## src/rtl/rlbd_pkg.sv

```systemverilog
// ----------------------------------------------------------------------------
// rlbd_pkg
// Shared widths, request codes and state codes of the ladder button
// debouncer.
// ----------------------------------------------------------------------------
`default_nettype none

package rlbd_pkg;

  localparam int SAMPLE_W = 12;
  localparam int BOUND_W  = 13;
  localparam int INDEX_W  = 5;

  // Input beat: sample_first, sample_second, entry_index, low_bound,
  // high_bound, one pad bit.
  localparam int S_TDATA_W = 56;

  localparam logic REQ_PROCESS = 1'b0;
  localparam logic REQ_WRITE   = 1'b1;

  localparam logic [1:0] ST_IDLE = 2'd0;
  localparam logic [1:0] ST_RUN  = 2'd1;
  localparam logic [1:0] ST_DONE = 2'd2;

endpackage

`default_nettype wire

```

## src/rtl/rlbd_visit.sv

```systemverilog
// ----------------------------------------------------------------------------
// rlbd_visit
// Shared per-button unit: window compare, history shift and held/release
// decision for the one button the sequencer points at.
// ----------------------------------------------------------------------------
`default_nettype none

module rlbd_visit #(
  parameter int NUM_BUTTONS  = 18,
  parameter int HISTORY_BITS = 16,
  parameter int IDX_W        = 5
) (
  input  wire logic [rlbd_pkg::SAMPLE_W-1:0] sample,
  input  wire logic [rlbd_pkg::BOUND_W-1:0]  low,
  input  wire logic [rlbd_pkg::BOUND_W-1:0]  high,
  input  wire logic [HISTORY_BITS-1:0]       hist,
  input  wire logic [NUM_BUTTONS-1:0]        held,
  input  wire logic [IDX_W-1:0]              idx,
  output logic      [HISTORY_BITS-1:0]       hist_next,
  output logic      [NUM_BUTTONS-1:0]        held_next,
  output logic                               release_hit
);
  import rlbd_pkg::*;

  logic [BOUND_W-1:0]     sample_ext;
  logic                   in_win;
  logic [NUM_BUTTONS-1:0] bit_sel;

  assign sample_ext = BOUND_W'(sample);
  assign in_win     = (sample_ext > low) && (sample_ext < high);
  assign bit_sel    = NUM_BUTTONS'(1) << idx;
  assign hist_next  = {hist[HISTORY_BITS-2:0], in_win};

  always_comb begin
    held_next   = held;
    release_hit = 1'b0;
    if (in_win) begin
      if (&hist_next) begin
        held_next = held | bit_sel;
      end
    end else if ((hist_next == '0) && (held == bit_sel)) begin
      // A release counts only when this button is the sole one held.
      held_next   = held & ~bit_sel;
      release_hit = 1'b1;
    end
  end

endmodule

`default_nettype wire

```

## src/rtl/rlbd_store.sv

```systemverilog
// ----------------------------------------------------------------------------
// rlbd_store
// Window bound table and press history registers, one entry per button.
// ----------------------------------------------------------------------------
`default_nettype none

module rlbd_store #(
  parameter int NUM_BUTTONS  = 18,
  parameter int HISTORY_BITS = 16,
  parameter int IDX_W        = 5
) (
  input  wire logic                         clk,
  input  wire logic                         rst,
  input  wire logic                         win_we,
  input  wire logic [IDX_W-1:0]             win_idx,
  input  wire logic [rlbd_pkg::BOUND_W-1:0] win_low_in,
  input  wire logic [rlbd_pkg::BOUND_W-1:0] win_high_in,
  input  wire logic [IDX_W-1:0]             rd_idx,
  input  wire logic                         hist_we,
  input  wire logic [HISTORY_BITS-1:0]      hist_wdata,
  output logic      [rlbd_pkg::BOUND_W-1:0] win_low,
  output logic      [rlbd_pkg::BOUND_W-1:0] win_high,
  output logic      [HISTORY_BITS-1:0]      hist
);
  import rlbd_pkg::*;

  logic [BOUND_W-1:0]      low_tab  [NUM_BUTTONS];
  logic [BOUND_W-1:0]      high_tab [NUM_BUTTONS];
  logic [HISTORY_BITS-1:0] hist_tab [NUM_BUTTONS];

  always_ff @(posedge clk) begin
    if (win_we) begin
      low_tab[win_idx]  <= win_low_in;
      high_tab[win_idx] <= win_high_in;
    end
  end

  always_ff @(posedge clk) begin
    if (rst) begin
      for (int i = 0; i < NUM_BUTTONS; i++) begin
        hist_tab[i] <= '0;
      end
    end else if (hist_we) begin
      hist_tab[rd_idx] <= hist_wdata;
    end
  end

  assign win_low  = low_tab[rd_idx];
  assign win_high = high_tab[rd_idx];
  assign hist     = hist_tab[rd_idx];

endmodule

`default_nettype wire

```

## src/rtl/resistor_ladder_button_debouncer_unit.sv

```systemverilog
// ----------------------------------------------------------------------------
// resistor_ladder_button_debouncer_unit
// Debounces the buttons of two resistor ladders, one button per cycle.
// ----------------------------------------------------------------------------
// Usage: the s_ channel carries requests. tuser set writes the window bounds
// of button entry_index; tuser clear offers a sample pair, checked against
// every button's window in turn. Every request gives exactly one beat on the
// m_ channel: release flag, released button and the held mask.
// A table write goes from acceptance straight to the done state and then into
// the output register. A sample pair walks all 2*BUTTONS_PER_CHANNEL buttons
// through the shared compare/shift unit, one button per cycle, then passes the
// done state into the output register; s_tready rises in the same cycle as
// the result shows.
// The output beat sits in a register, so s_tready returns while a result
// still waits; a second result waits in the sequencer until m_tready frees
// the register.
// Reset clears all histories and held flags at once, and s_tready stays low
// while reset is held. Window entries are unknown until written and must be
// loaded before samples are sent.
// ----------------------------------------------------------------------------
`default_nettype none

module resistor_ladder_button_debouncer_unit #(
  parameter int BUTTONS_PER_CHANNEL = 9,
  parameter int HISTORY_BITS        = 16
) (
  input  wire logic                              clk,
  input  wire logic                              rst,
  input  wire logic                              s_tvalid,
  output logic                                   s_tready,
  // sample_first, sample_second, entry_index, low_bound, high_bound
  input  wire logic [rlbd_pkg::S_TDATA_W-1:0]    s_tdata,
  // req_type
  input  wire logic                              s_tuser,
  output logic                                   m_tvalid,
  input  wire logic                              m_tready,
  // released, released_button, held_mask
  output logic [((2*BUTTONS_PER_CHANNEL+6+7)/8)*8-1:0] m_tdata
);
  import rlbd_pkg::*;

  localparam int NUM_BUTTONS = 2 * BUTTONS_PER_CHANNEL;
  localparam int IDX_W       = $clog2(NUM_BUTTONS);
  localparam int M_TDATA_W   = ((NUM_BUTTONS + 6 + 7) / 8) * 8;

  logic [1:0]              state;
  logic [IDX_W-1:0]        cnt;
  logic [SAMPLE_W-1:0]     smp_first;
  logic [SAMPLE_W-1:0]     smp_second;
  logic [NUM_BUTTONS-1:0]  held;
  logic                    rel;
  logic [INDEX_W-1:0]      rel_btn;
  logic                    out_released;
  logic [INDEX_W-1:0]      out_button;
  logic [NUM_BUTTONS-1:0]  out_held;

  logic [SAMPLE_W-1:0]     in_first;
  logic [SAMPLE_W-1:0]     in_second;
  logic [INDEX_W-1:0]      in_index;
  logic [BOUND_W-1:0]      in_low;
  logic [BOUND_W-1:0]      in_high;

  logic                    accept;
  logic                    win_we;
  logic                    run;
  logic                    last;
  logic [SAMPLE_W-1:0]     cur_sample;
  logic [BOUND_W-1:0]      win_low;
  logic [BOUND_W-1:0]      win_high;
  logic [HISTORY_BITS-1:0] hist;
  logic [HISTORY_BITS-1:0] hist_next;
  logic [NUM_BUTTONS-1:0]  held_next;
  logic                    release_hit;
  logic                    out_free;

  assign in_first  = s_tdata[11:0];
  assign in_second = s_tdata[23:12];
  assign in_index  = s_tdata[28:24];
  assign in_low    = s_tdata[41:29];
  assign in_high   = s_tdata[54:42];

  assign s_tready = !rst && (state == ST_IDLE);
  assign accept   = s_tvalid && s_tready;
  assign win_we   = accept && (s_tuser == REQ_WRITE) &&
                    ({1'b0, in_index} < (INDEX_W + 1)'(NUM_BUTTONS));
  assign run      = (state == ST_RUN);
  assign last     = (cnt == IDX_W'(NUM_BUTTONS - 1));
  assign out_free = !m_tvalid || m_tready;

  // The first ladder channel serves the upper half of the buttons.
  assign cur_sample = ((IDX_W + 1)'(cnt) < (IDX_W + 1)'(BUTTONS_PER_CHANNEL)) ?
                      smp_second : smp_first;

  rlbd_store #(
    .NUM_BUTTONS  (NUM_BUTTONS),
    .HISTORY_BITS (HISTORY_BITS),
    .IDX_W        (IDX_W)
  ) u_store (
    .clk         (clk),
    .rst         (rst),
    .win_we      (win_we),
    .win_idx     (in_index[IDX_W-1:0]),
    .win_low_in  (in_low),
    .win_high_in (in_high),
    .rd_idx      (cnt),
    .hist_we     (run),
    .hist_wdata  (hist_next),
    .win_low     (win_low),
    .win_high    (win_high),
    .hist        (hist)
  );

  rlbd_visit #(
    .NUM_BUTTONS  (NUM_BUTTONS),
    .HISTORY_BITS (HISTORY_BITS),
    .IDX_W        (IDX_W)
  ) u_visit (
    .sample      (cur_sample),
    .low         (win_low),
    .high        (win_high),
    .hist        (hist),
    .held        (held),
    .idx         (cnt),
    .hist_next   (hist_next),
    .held_next   (held_next),
    .release_hit (release_hit)
  );

  always_ff @(posedge clk) begin
    if (rst) begin
      state    <= ST_IDLE;
      cnt      <= '0;
      held     <= '0;
      m_tvalid <= 1'b0;
    end else begin
      if ((state == ST_DONE) && out_free) begin
        m_tvalid <= 1'b1;
      end else if (m_tvalid && m_tready) begin
        m_tvalid <= 1'b0;
      end
      unique case (state)
        ST_IDLE: begin
          if (accept) begin
            cnt   <= '0;
            state <= (s_tuser == REQ_WRITE) ? ST_DONE : ST_RUN;
          end
        end
        ST_RUN: begin
          held <= held_next;
          cnt  <= cnt + 1'b1;
          if (last) begin
            state <= ST_DONE;
          end
        end
        ST_DONE: begin
          if (out_free) begin
            state <= ST_IDLE;
          end
        end
        default: begin
          state <= ST_IDLE;
        end
      endcase
    end
  end

  // Payload registers: latched samples, release tracking and the output beat.
  always_ff @(posedge clk) begin
    if (accept) begin
      smp_first  <= in_first;
      smp_second <= in_second;
      rel        <= 1'b0;
      rel_btn    <= '0;
    end else if (run && release_hit) begin
      rel     <= 1'b1;
      rel_btn <= INDEX_W'(cnt);
    end
    if ((state == ST_DONE) && out_free) begin
      out_released <= rel;
      out_button   <= rel_btn;
      out_held     <= held;
    end
  end

  assign m_tdata = M_TDATA_W'({out_held, out_button, out_released});

  // A reported release leaves the released button's flag clear.
  a_release_clears_flag: assert property (@(posedge clk) disable iff (rst)
    m_tvalid && m_tdata[0] |-> !out_held[out_button])
    else $error("released button still marked as held");

  // A table write never walks the buttons.
  a_write_skips_walk: assert property (@(posedge clk) disable iff (rst)
    accept && (s_tuser == REQ_WRITE) |=> state == ST_DONE)
    else $error("table write entered the button walk");

  // The walk visits buttons in order, one per cycle.
  a_walk_steps: assert property (@(posedge clk) disable iff (rst)
    run && !last |=> run && (cnt == IDX_W'($past(cnt) + 1'b1)))
    else $error("button walk skipped or stalled");

endmodule

`default_nettype wire
```

## config.mk

```make
export PLATFORM = sky130hd
export DESIGN_NAME = resistor_ladder_button_debouncer_unit
export DESIGN_NICKNAME = d
export VERILOG_FILES = /design/src/rtl/rlbd_pkg.sv /design/src/rtl/rlbd_visit.sv /design/src/rtl/rlbd_store.sv /design/src/rtl/resistor_ladder_button_debouncer_unit.sv
export SDC_FILE = /design/constraint.sdc
export NUM_CORES = 1
export LEC_CHECK = 0
export BUFFER_PORTS_ARGS = -buffer_cell sky130_fd_sc_hd__buf_2
export CAP_MARGIN = 40
export CORE_ASPECT_RATIO = 1.5
export CORE_MARGIN = 2
export CORE_UTILIZATION = 40
export CTS_BUF_LIST = sky130_fd_sc_hd__clkbuf_2
export DETAILED_ROUTE_END_ITERATION = 7
export HOLD_SLACK_MARGIN = 0.03
export PLACE_DENSITY = 0.61
export SKIP_LAST_GASP = 1
export SLEW_MARGIN = 20
export SYNTH_ARGS = -nofsm -noshare
export SYNTH_HDL_FRONTEND = slang
export SYNTH_HIERARCHICAL = 1
export SYNTH_SLANG_ARGS = --single-unit
```

## constraint.sdc

```tcl
create_clock -name clk -period 8 [get_ports clk]
set_input_delay 1.6 -clock clk [delete_from_list [all_inputs] [get_ports clk]]
set_output_delay 1.6 -clock clk [all_outputs]
set_load 0.1 [all_outputs]
```

* Word level (Yosys, flattened, before mapping)
Memory sizes are Yosys's and may differ from the RTL's. A register that Yosys moved wholly into a read port is not among the register bits. Cells that the tools add are included.
Storage, ports and cells: register bits 80, bits in latches 0, memory bits (writable) 756, ROM bits 0, input bits 61, output and inout port bits 26, logic and storage cells 84, memories kept 3
Memories:
- u_store.hist_tab | words 18, bits a word 16, read ports 1, clocked after Yosys merged registers in 1, write ports 18, line rlbd_store.sv:29 | logic [HISTORY_BITS-1:0] hist_tab [NUM_BUTTONS];
- u_store.high_tab | words 18, bits a word 13, read ports 1, clocked after Yosys merged registers in 1, write ports 1, line rlbd_store.sv:28 | logic [BOUND_W-1:0] high_tab [NUM_BUTTONS];
- u_store.low_tab | words 18, bits a word 13, read ports 1, clocked after Yosys merged registers in 1, write ports 1, line rlbd_store.sv:27 | logic [BOUND_W-1:0] low_tab [NUM_BUTTONS];
Operators by class: add/subtract/negate cells 1, multiply operators 0, div/mod/pow operators 0, $lt $le $gt $ge 4, equality and inequality tests 8, shift operators 1, multiplexer cells 31, bitwise gates (word level) 3, reductions and logical operators 22
Operators with widths (count):
- $mux 18 | 3
- $mux 5 | 8
- $and 18x18->18 | 1
- $eq 18x18->1 | 1
- $not 18->18 | 1
- $or 18x18->18 | 1
- $shl 1x5->18 const A | 1
- $logic_not 16->1 | 1
- $mux 16 | 1
- $reduce_and 16->1 | 1
- $reduce_or 16->1 | 1
- $gt 12x13->1 | 1
- $lt 12x13->1 | 1
- $mux 1 | 12
- $mux 12 | 1
- $pmux 5 s2 | 1
- $logic_and 1x1->1 | 9
- $mux 2 | 4
- $ne 2x2->1 const B | 3
- $pmux 2 s3 | 1
- $reduce_and 3->1 | 2
- $reduce_bool 2->1 | 3
- $add 5x1->5 const B | 1
- $eq 5x5->1 const B | 1
- other kinds (9) | 10

* Logic depth before layout (Yosys ltp)
Gate-level depths: netlist of run 1.
depth after elaboration 9, mapped depth 20, gate-level depth less buffers 16

* Hierarchy
The synthesis of run 1 kept the hierarchy.
Modules (own cells, without submodules):
- rlbd_store | times used 1, cells each 2506, area an instance 39877.0 µm², seq. area each 29428.2 µm²
- resistor_ladder_button_debouncer_unit | times used 1, cells each 212, area an instance 2850.2 µm², seq. area each 2082.0 µm²
- rlbd_visit | times used 1, cells each 241, area an instance 1863.0 µm², seq. area each 0.0 µm²

* Worst setup path before layout of run 1
OpenSTA, ideal clock, no wires.
path kind input to register, start input port rst, end memory u_store.high_tab[0][0] (enable), library setup time 0.477 ns, arrival 5.840 ns, data required time 7.523 ns, slack 1.683 ns, stages 7, buffers on the path 1, path through or4b_1 -> buf_2 -> clkinv_2 -> nand2_1 -> a21oi_1 -> or3b_2 -> nor4_1
On the way: cells in the longest elaborated chain, start to end 7
Ends and longest elaborated chain:
- from (decl) | line resistor_ladder_button_debouncer_unit.sv:28 | input wire logic rst,
- $logic_not 1->1 | line resistor_ladder_button_debouncer_unit.sv:82 | assign s_tready = !rst && (state == ST_IDLE);
- $logic_and 1x1->1 | line resistor_ladder_button_debouncer_unit.sv:82
- $logic_and 1x1->1 | line resistor_ladder_button_debouncer_unit.sv:83 | assign accept = s_tvalid && s_tready;
- net accept | line resistor_ladder_button_debouncer_unit.sv:63 | logic accept;
- $logic_and 1x1->1 (2 in series) | line resistor_ladder_button_debouncer_unit.sv:84 | assign win_we = accept && (s_tuser == REQ_WRITE) &&
- net win_we | line resistor_ladder_button_debouncer_unit.sv:64 | logic win_we;
- $mux 1 | line rlbd_store.sv:32 | if (win_we) begin
- $mux 1 (implied by the code) | line rlbd_store.sv:34 | high_tab[win_idx] <= win_high_in;
- to (decl) | line rlbd_store.sv:28
The timed path passes the listed nets, and every way through them passes these cells.

==> summary.txt, run 1 <==
Run status
  – Status: finished, final reports clean

Power
  – Int Power: 0.00736 W
  – Comb pwr share: 5.6%
  – Power per Cell Area: 203 nW/um2
  – Net Sw Frac: 24.1%
  – Reg power frac: 61.5%
  – Leakage power: 15.8 nW
  – Clock power share: 32.9%
  – Pwr Total: 0.00969 W
  – NetSw: 0.00234 W
  – Maximum vdd ir drop: 161 uV

Timing
  – Final hold violations: 0
  – Unrepaired setup endpoints after global routing: no
  – Final-report max-slew violation count: 0
  – Slew headroom: 34.7%
  – Fin worst setup slack: 2.23 ns
  – Fmax: 173 MHz
  – # setup viols final: 0
  – Layout Skew: 0.132 ns
  – Minimum clock period: 5.77 ns
  – Setup TNS: 0 ns
  – Fin crit share: 72.2%
  – Worst Tran Pin Value: 0.980 ns

Worst setup path
  – Worst R2R Start: cnt[1]$_SDFFE_PP0P_
  – Startpoint types: register
  – Reg2reg path depth: 15
  – Crit path buffers/inverters: 4
  – Crit. Startpoint: cnt[1]$_SDFFE_PP0P_
  – Crit path kind: register to register
  – CP Data Arrival Time: 6.91 ns
  – Worst-path cell chain: buf_4 -> and2_2 -> buf_4 -> a22oi_1 -> a32oi_1 -> o21ai_0 -> inv_1 -> ha_1 -> nor2b_1 -> o21ai_0 -> a31oi_4 -> o211ai_4 -> nor2_1 -> nand2_1 -> inv_1
  – Critical Path RT: 9.14 ns
  – R2R Path End: u_store/hist_tab[18][0]$_DFFE_PP_
  – Slowest CP cell: dfxtp_1
  – Worst Setup End Kind: register
  – Critical Path End: u_store/hist_tab[18][0]$_DFFE_PP_
  – Crit Path Max Fanout: 33
  – WP depth: 15
  – Largest stage delay, worst path: 0.65 ns
  – CP delay by family, top: simple AND/OR/NAND/NOR gates
  – R2r setup slk: 2.23 ns

Place
  – Dpl hpwl: 64,800 um
  – Place WS: 2.31 ns
  – GPL Wtd Cong: 0.883
  – Port bufs: 85
  – Placed inst area: 45,400 um2

Synthesis
  – Synthesized area per cell: 15.1 um2
  – Yosys warnings: 6
  – Synth Net Count: 2,997
  – Gate Count Post-Synth: 2,875
  – Mapped cell area: 43,300 um2

Floorplan
  – Initial Util: 40.4%
  – Top Ports: 87
  – DIE HEIGHT: 407 um
  – Cell row count: 147
  – Core outline area: 107,000 um2
  – Die X: 273 um
  – Die area: 111,000 um2

Routing
  – Met3 wire len: 6140 um
  – DR vias/cell: 5.39
  – Final wirelength: 106,000 um
  – M1 WL: 38,800 um
  – Vias after detailed routing: 25,248
  – Router iterations before antenna repair: 5
  – DRC Markers: 0
  – DR top layer: met5
  – WL met2: 57,000 um
  – Post-DR wirelength/cell: 22.6 um
  – Number of routed nets with antenna violations: 0
  – Initial drt markers: 1,477

Global route
  – Gr usage total: 19.0%
  – Vias in the first global route: 26,093
  – First-pass GRT wire length: 156,000 um
  – Largest net degree at the start of global routing: 105
  – Initial antenna violation count: 6
  – Gr ovfl total: 0

Final layout
  – Area growth, synth to finish: 10.4%
  – Fin area: 47,800 um2
  – Fin nets: 3,212
  – Fillcell total: 9,547
  – Utilization after layout: 44.6%
  – Layout cells sized above 1: 19.5%

CTS
  – Clock transition at path regs: 0.10 ns
  – Skew-Pair Late Insertion Delay: 1.53 ns
  – Root Buffer: clkbuf_2
  – Clk buf depth: 3
  – Total clock sinks: 1,028
  – Num CTS Buffers: 225
  – CTS tree: done
  – CTS H-tree lvls: 4

Run
  – MaxCap Viol Count: 0

Hold path
  – Worst min-delay path class: input port to register
layer usage:
metal / vias to the layer above / GRT usage, %
met4: 4 / 9.25
met1: 12623 / 20.7
met3: 222 / 3.75
met2: 909 / 35.1
met5: - / 0
li1: 11490 / -
final cells by class:
type	instances	area (um2)	area share, %
Sequential cell	1028	30600	63.9
Multi-Input combinational cell	1587	11800	24.6
Inverter	63	238	0.497
Clock inverter	82	453	0.947
Antenna cell	2	5.00	0.0105
Timing Repair Buffer	185	1400	2.92
Clock buffer	324	1620	3.39
Tap cell	1415	1770	3.70
worst min-delay path by stage:
stage | slack [ns] | start | cells past startpoint | endpoint
4_1_cts | 0.03 | s_tdata[22] | 1 | smp_second[10]$_DFFE_PP_
3_3_place_gp | 0.43 | rel$_SDFFE_PP0P_ | 0 | out_released$_DFFE_PP_
5_1_grt | 0.09 | s_tdata[22] | 1 | smp_second[10]$_DFFE_PP_
2_1_floorplan | 0.41 | rel_btn[0]$_SDFFE_PP0P_ | 0 | out_button[0]$_DFFE_PP_
3_5_place_dp | 0.42 | rel_btn[4]$_SDFFE_PP0P_ | 0 | out_button[4]$_DFFE_PP_
6_report | 0.30 | s_tdata[22] | 1 | smp_second[10]$_DFFE_PP_
what timing repair did:
item | 4_1_cts | 5_1_grt
endpoints found under the setup margin | 0 | 0
hold endpoints to repair | 21 | 0
buffers inserted | 0 | 0
hold buffers | 21 | 0
gates resized for setup | 0 | 0
state kept, by name (all words and copies together) (netlist names):
name / count
rel_btn: 5
smp_second: 12
out_held: 18
u_store/high_tab: 234
out_released: 1
cnt: 5
held: 18
u_store/low_tab: 234
m_tvalid: 1
state: 2
rel: 1
u_store/hist_tab: 480
smp_first: 12
out_button: 5
per-stage QoR:
stage	hold slack [ns]	std cells
CTS	0.0301	4677
floorplan	0.408	2875
finish	0.297	4686
global route	0.0911	4686
global placement	0.432	4233
detailed placement	0.424	4250
layout by cell type, fill, tap and decap left out, types with 10 or more instances in the layout:
cell type,n
edfxtp_1,996
and2_1,60
dfxtp_1,29
mux2i_1,453
mux2_2,38
inv_1,61
nand3_1,66
clkbuf_2,324
buf_6,17
ha_1,61
clkinv_1,61
a21oi_1,89
nand2_1,170
a32oi_1,26
clkinv_2,10
nand4_1,36
nor2_2,13
buf_2,85
dlygate4sd3_1,21
nand2b_1,23
o21ai_0,30
nor2_1,220
nor2_4,27
buf_4,52
a22oi_1,169
a221oi_2,10
power groups by stage:
| stage | Sequential (W) | Clock, W | Combinational, W |
|---|---|---|---|
| 2_1_floorplan | 0.00610 | 0 | 0.000346 |
| 3_3_place_gp | 0.00608 | 0 | 0.000513 |
| 3_5_place_dp | 0.00609 | 0 | 0.000529 |
| 4_1_cts | 0.00597 | 0.00331 | 0.000538 |
| 5_1_grt | 0.00597 | 0.00358 | 0.000579 |
| 6_report | 0.00596 | 0.00319 | 0.000542 |
Power figures use the tool's default switching activity.
==> run 2, diff against run 1 <==
- clock period: 8 -> 5.7 ns (I/O delays scaled with it)
==> run 2 against run 1 <==
Effect of this change:
- via count is 1.5% higher
- final cell count grew 2.0%
- register-to-register slack lost 1.3 ns
- worst hold slack worse by 0.066 ns
- die area stayed put
- critical path depth is 1 higher
- design area increased by 2.1%
==> summary.txt, run 2 (synthesized netlist as in run 1, its figures left out) <==
Floorplan
  – Die area: 111,000 um2
  – Cell row count: 147
  – DIE HEIGHT: 407 um
  – Core outline area: 107,000 um2
  – Initial Util: 40.4%
  – Die X: 273 um
  – Top Ports: 87

Global route
  – First-pass GRT wire length: 163,000 um
  – Vias in the first global route: 26,493
  – Gr ovfl total: 0
  – Initial antenna violation count: 2
  – Gr usage total: 19.9%
  – Largest net degree at the start of global routing: 54

Power
  – Leakage power: 16.4 nW
  – Power per Cell Area: 281 nW/um2
  – Maximum vdd ir drop: 211 uV

CTS
  – Total clock sinks: 1,028
  – CTS Hold Bufs: 57
  – Resized cells post-CTS: 0
  – CTS H-tree lvls: 4
  – Clk buf depth: 3
  – Root Buffer: clkbuf_2
  – CTS tree: done
  – Num CTS Buffers: 224
  – Skew-Pair Late Insertion Delay: 1.58 ns
  – Clock transition at path regs: 0.11 ns
  – Post-CTS Setup Repair Bufs: 0

Worst setup path
  – CP Data Arrival Time: 6.27 ns
  – Crit. Startpoint: cnt[0]$_SDFFE_PP0P_
  – Startpoint types: register
  – Crit Path Max Fanout: 30
  – Critical Path End: held[5]$_SDFFE_PP0P_
  – Reg2reg path depth: 16
  – R2R Path End: held[5]$_SDFFE_PP0P_
  – Worst Setup End Kind: register
  – Slowest CP cell: dfxtp_4
  – Crit path kind: register to register
  – Largest stage delay, worst path: 0.74 ns
  – R2r setup slk: 0.89 ns
  – Worst-path cell chain: buf_4 -> mux2i_1 -> a22oi_1 -> nand2_1 -> o21ai_0 -> inv_1 -> ha_1 -> and3_1 -> o21ai_0 -> a31oi_4 -> o211ai_4 -> nor3_4 -> nor2_4 -> a221oi_1 -> nand2_1 -> a21oi_1
  – Critical Path RT: 7.16 ns
  – Worst R2R Start: cnt[0]$_SDFFE_PP0P_

Timing
  – Final-report max-slew violation count: 0
  – Final hold violations: 0
  – # setup viols final: 0
  – Layout Skew: 0.132 ns
  – Slew headroom: 29.7%
  – Setup TNS: 0 ns
  – Unrepaired setup endpoints after global routing: no
  – Minimum clock period: 4.81 ns
  – Worst Tran Pin Value: 1.05 ns
  – Fin worst setup slack: 0.885 ns
  – Fin crit share: 84.5%
  – Fmax: 208 MHz

Final layout
  – Top reg by flops: u_store/hist_tab
  – Commonest non-fill, non-tap cell in the layout: edfxtp_1
  – Fin area: 48,800 um2
  – Layout cells sized above 1: 20.8%
  – Multi-input gate area: 11,700 um2
  – Utilization after layout: 45.5%
  – Max reg flops: 480
  – Final non-filler cell total: 4,782
  – Fin nets: 3,312
  – Sequential cell area: 30,600 um2
  – Biggest regs: u_store/hist_tab: 480 flops, u_store/high_tab: 234 flops, u_store/low_tab: 234 flops
  – Fillcell total: 9,419
  – Most frequent cells in the layout: edfxtp_1 (996), mux2i_1 (453), clkbuf_2 (331)
  – Area growth, synth to finish: 12.7%

Routing
  – Number of routed nets with antenna violations: 0
  – Final wirelength: 110,000 um
  – Post-DR wirelength/cell: 22.9 um
  – Router iterations before antenna repair: 7
  – DR vias/cell: 5.36
  – DRC Markers: 0
  – Initial drt markers: 1,894
  – Vias after detailed routing: 25,639

Run status
  – Status: finished, final reports clean

Place
  – Dpl hpwl: 69,600 um
  – Place WS: 0.854 ns
  – DP Cell Count: 4,313
  – Placed inst area: 46,000 um2
  – GPL Wtd Cong: 0.867
  – Port bufs: 85

Run
  – MaxCap Viol Count: 0

Hold path
  – Worst min-delay path class: input port to register
[run 2: cell count changes in the layout (fill, tap and decap cells not counted), sizes merged]
cell	change
clkbuf	+7
clkinvlp	+2
dlygate4sd3	+36
clkinv	-16
inv	+2
buf	+65
[run 2: through the flow]
step | total power (W) | hold slack, ns
after floorplan | 0.00905 | 0.408
after global placement | 0.00929 | 0.425
after detailed placement | 0.00932 | 0.415
after CTS | 0.0139 | 0.0388
after global routing | 0.0143 | 0.118
final | 0.0137 | 0.231
[run 2: worst min path at each step]
stage	startpoint	to	slack, ns	depth (start not counted)
floorplan	rel_btn[0]$_SDFFE_PP0P_	out_button[0]$_DFFE_PP_	0.41	0
global placement	rel$_SDFFE_PP0P_	out_released$_DFFE_PP_	0.43	0
detailed placement	rel$_SDFFE_PP0P_	out_released$_DFFE_PP_	0.42	0
CTS	s_tdata[26]	u_store/high_tab[4][7]$_DFFE_PP_	0.04	3
global route	rst	u_store/hist_tab[5][14]$_SDFFCE_PN0P_	0.12	2
finish	rst	u_store/hist_tab[5][14]$_SDFFCE_PN0P_	0.23	2
[run 2: power breakdown]
part / total [W] / switching [W] / internal [W]
combinational: 0.000817 / 0.000515 / 0.000302
sequential: 0.00837 / 0.0000351 / 0.00834
clock: 0.00451 / 0.00277 / 0.00175
[run 2: worst max-delay path, delay by kind of cell, from the launching register on]
family          cells  cell delay (ns)
fa+ha+maj           1             0.33
buf+inv             2             0.70
simple gates        5             1.30
flops               1             0.74
compound gates      7             1.45
mux                 1             0.14
[run 2: metal layers]
metal  vias up  track usage [%]  wire length (um)
li1      11680                -                 -
met1     12837             21.5             39800
met2       897             37.0             59500
met3       225             3.43              5600
met4         0             10.1              4800
met5         -                0                 0
[run 2: cell type report]
type,count,area share (%)
Sequential cell,1028,62.6
Multi-Input combinational cell,1587,24.0
Timing Repair Buffer,286,5.00
Tap cell,1415,3.63
Clock buffer,331,3.39
Clock inverter,70,0.843
Inverter,63,0.487
Antenna cell,2,0.0103
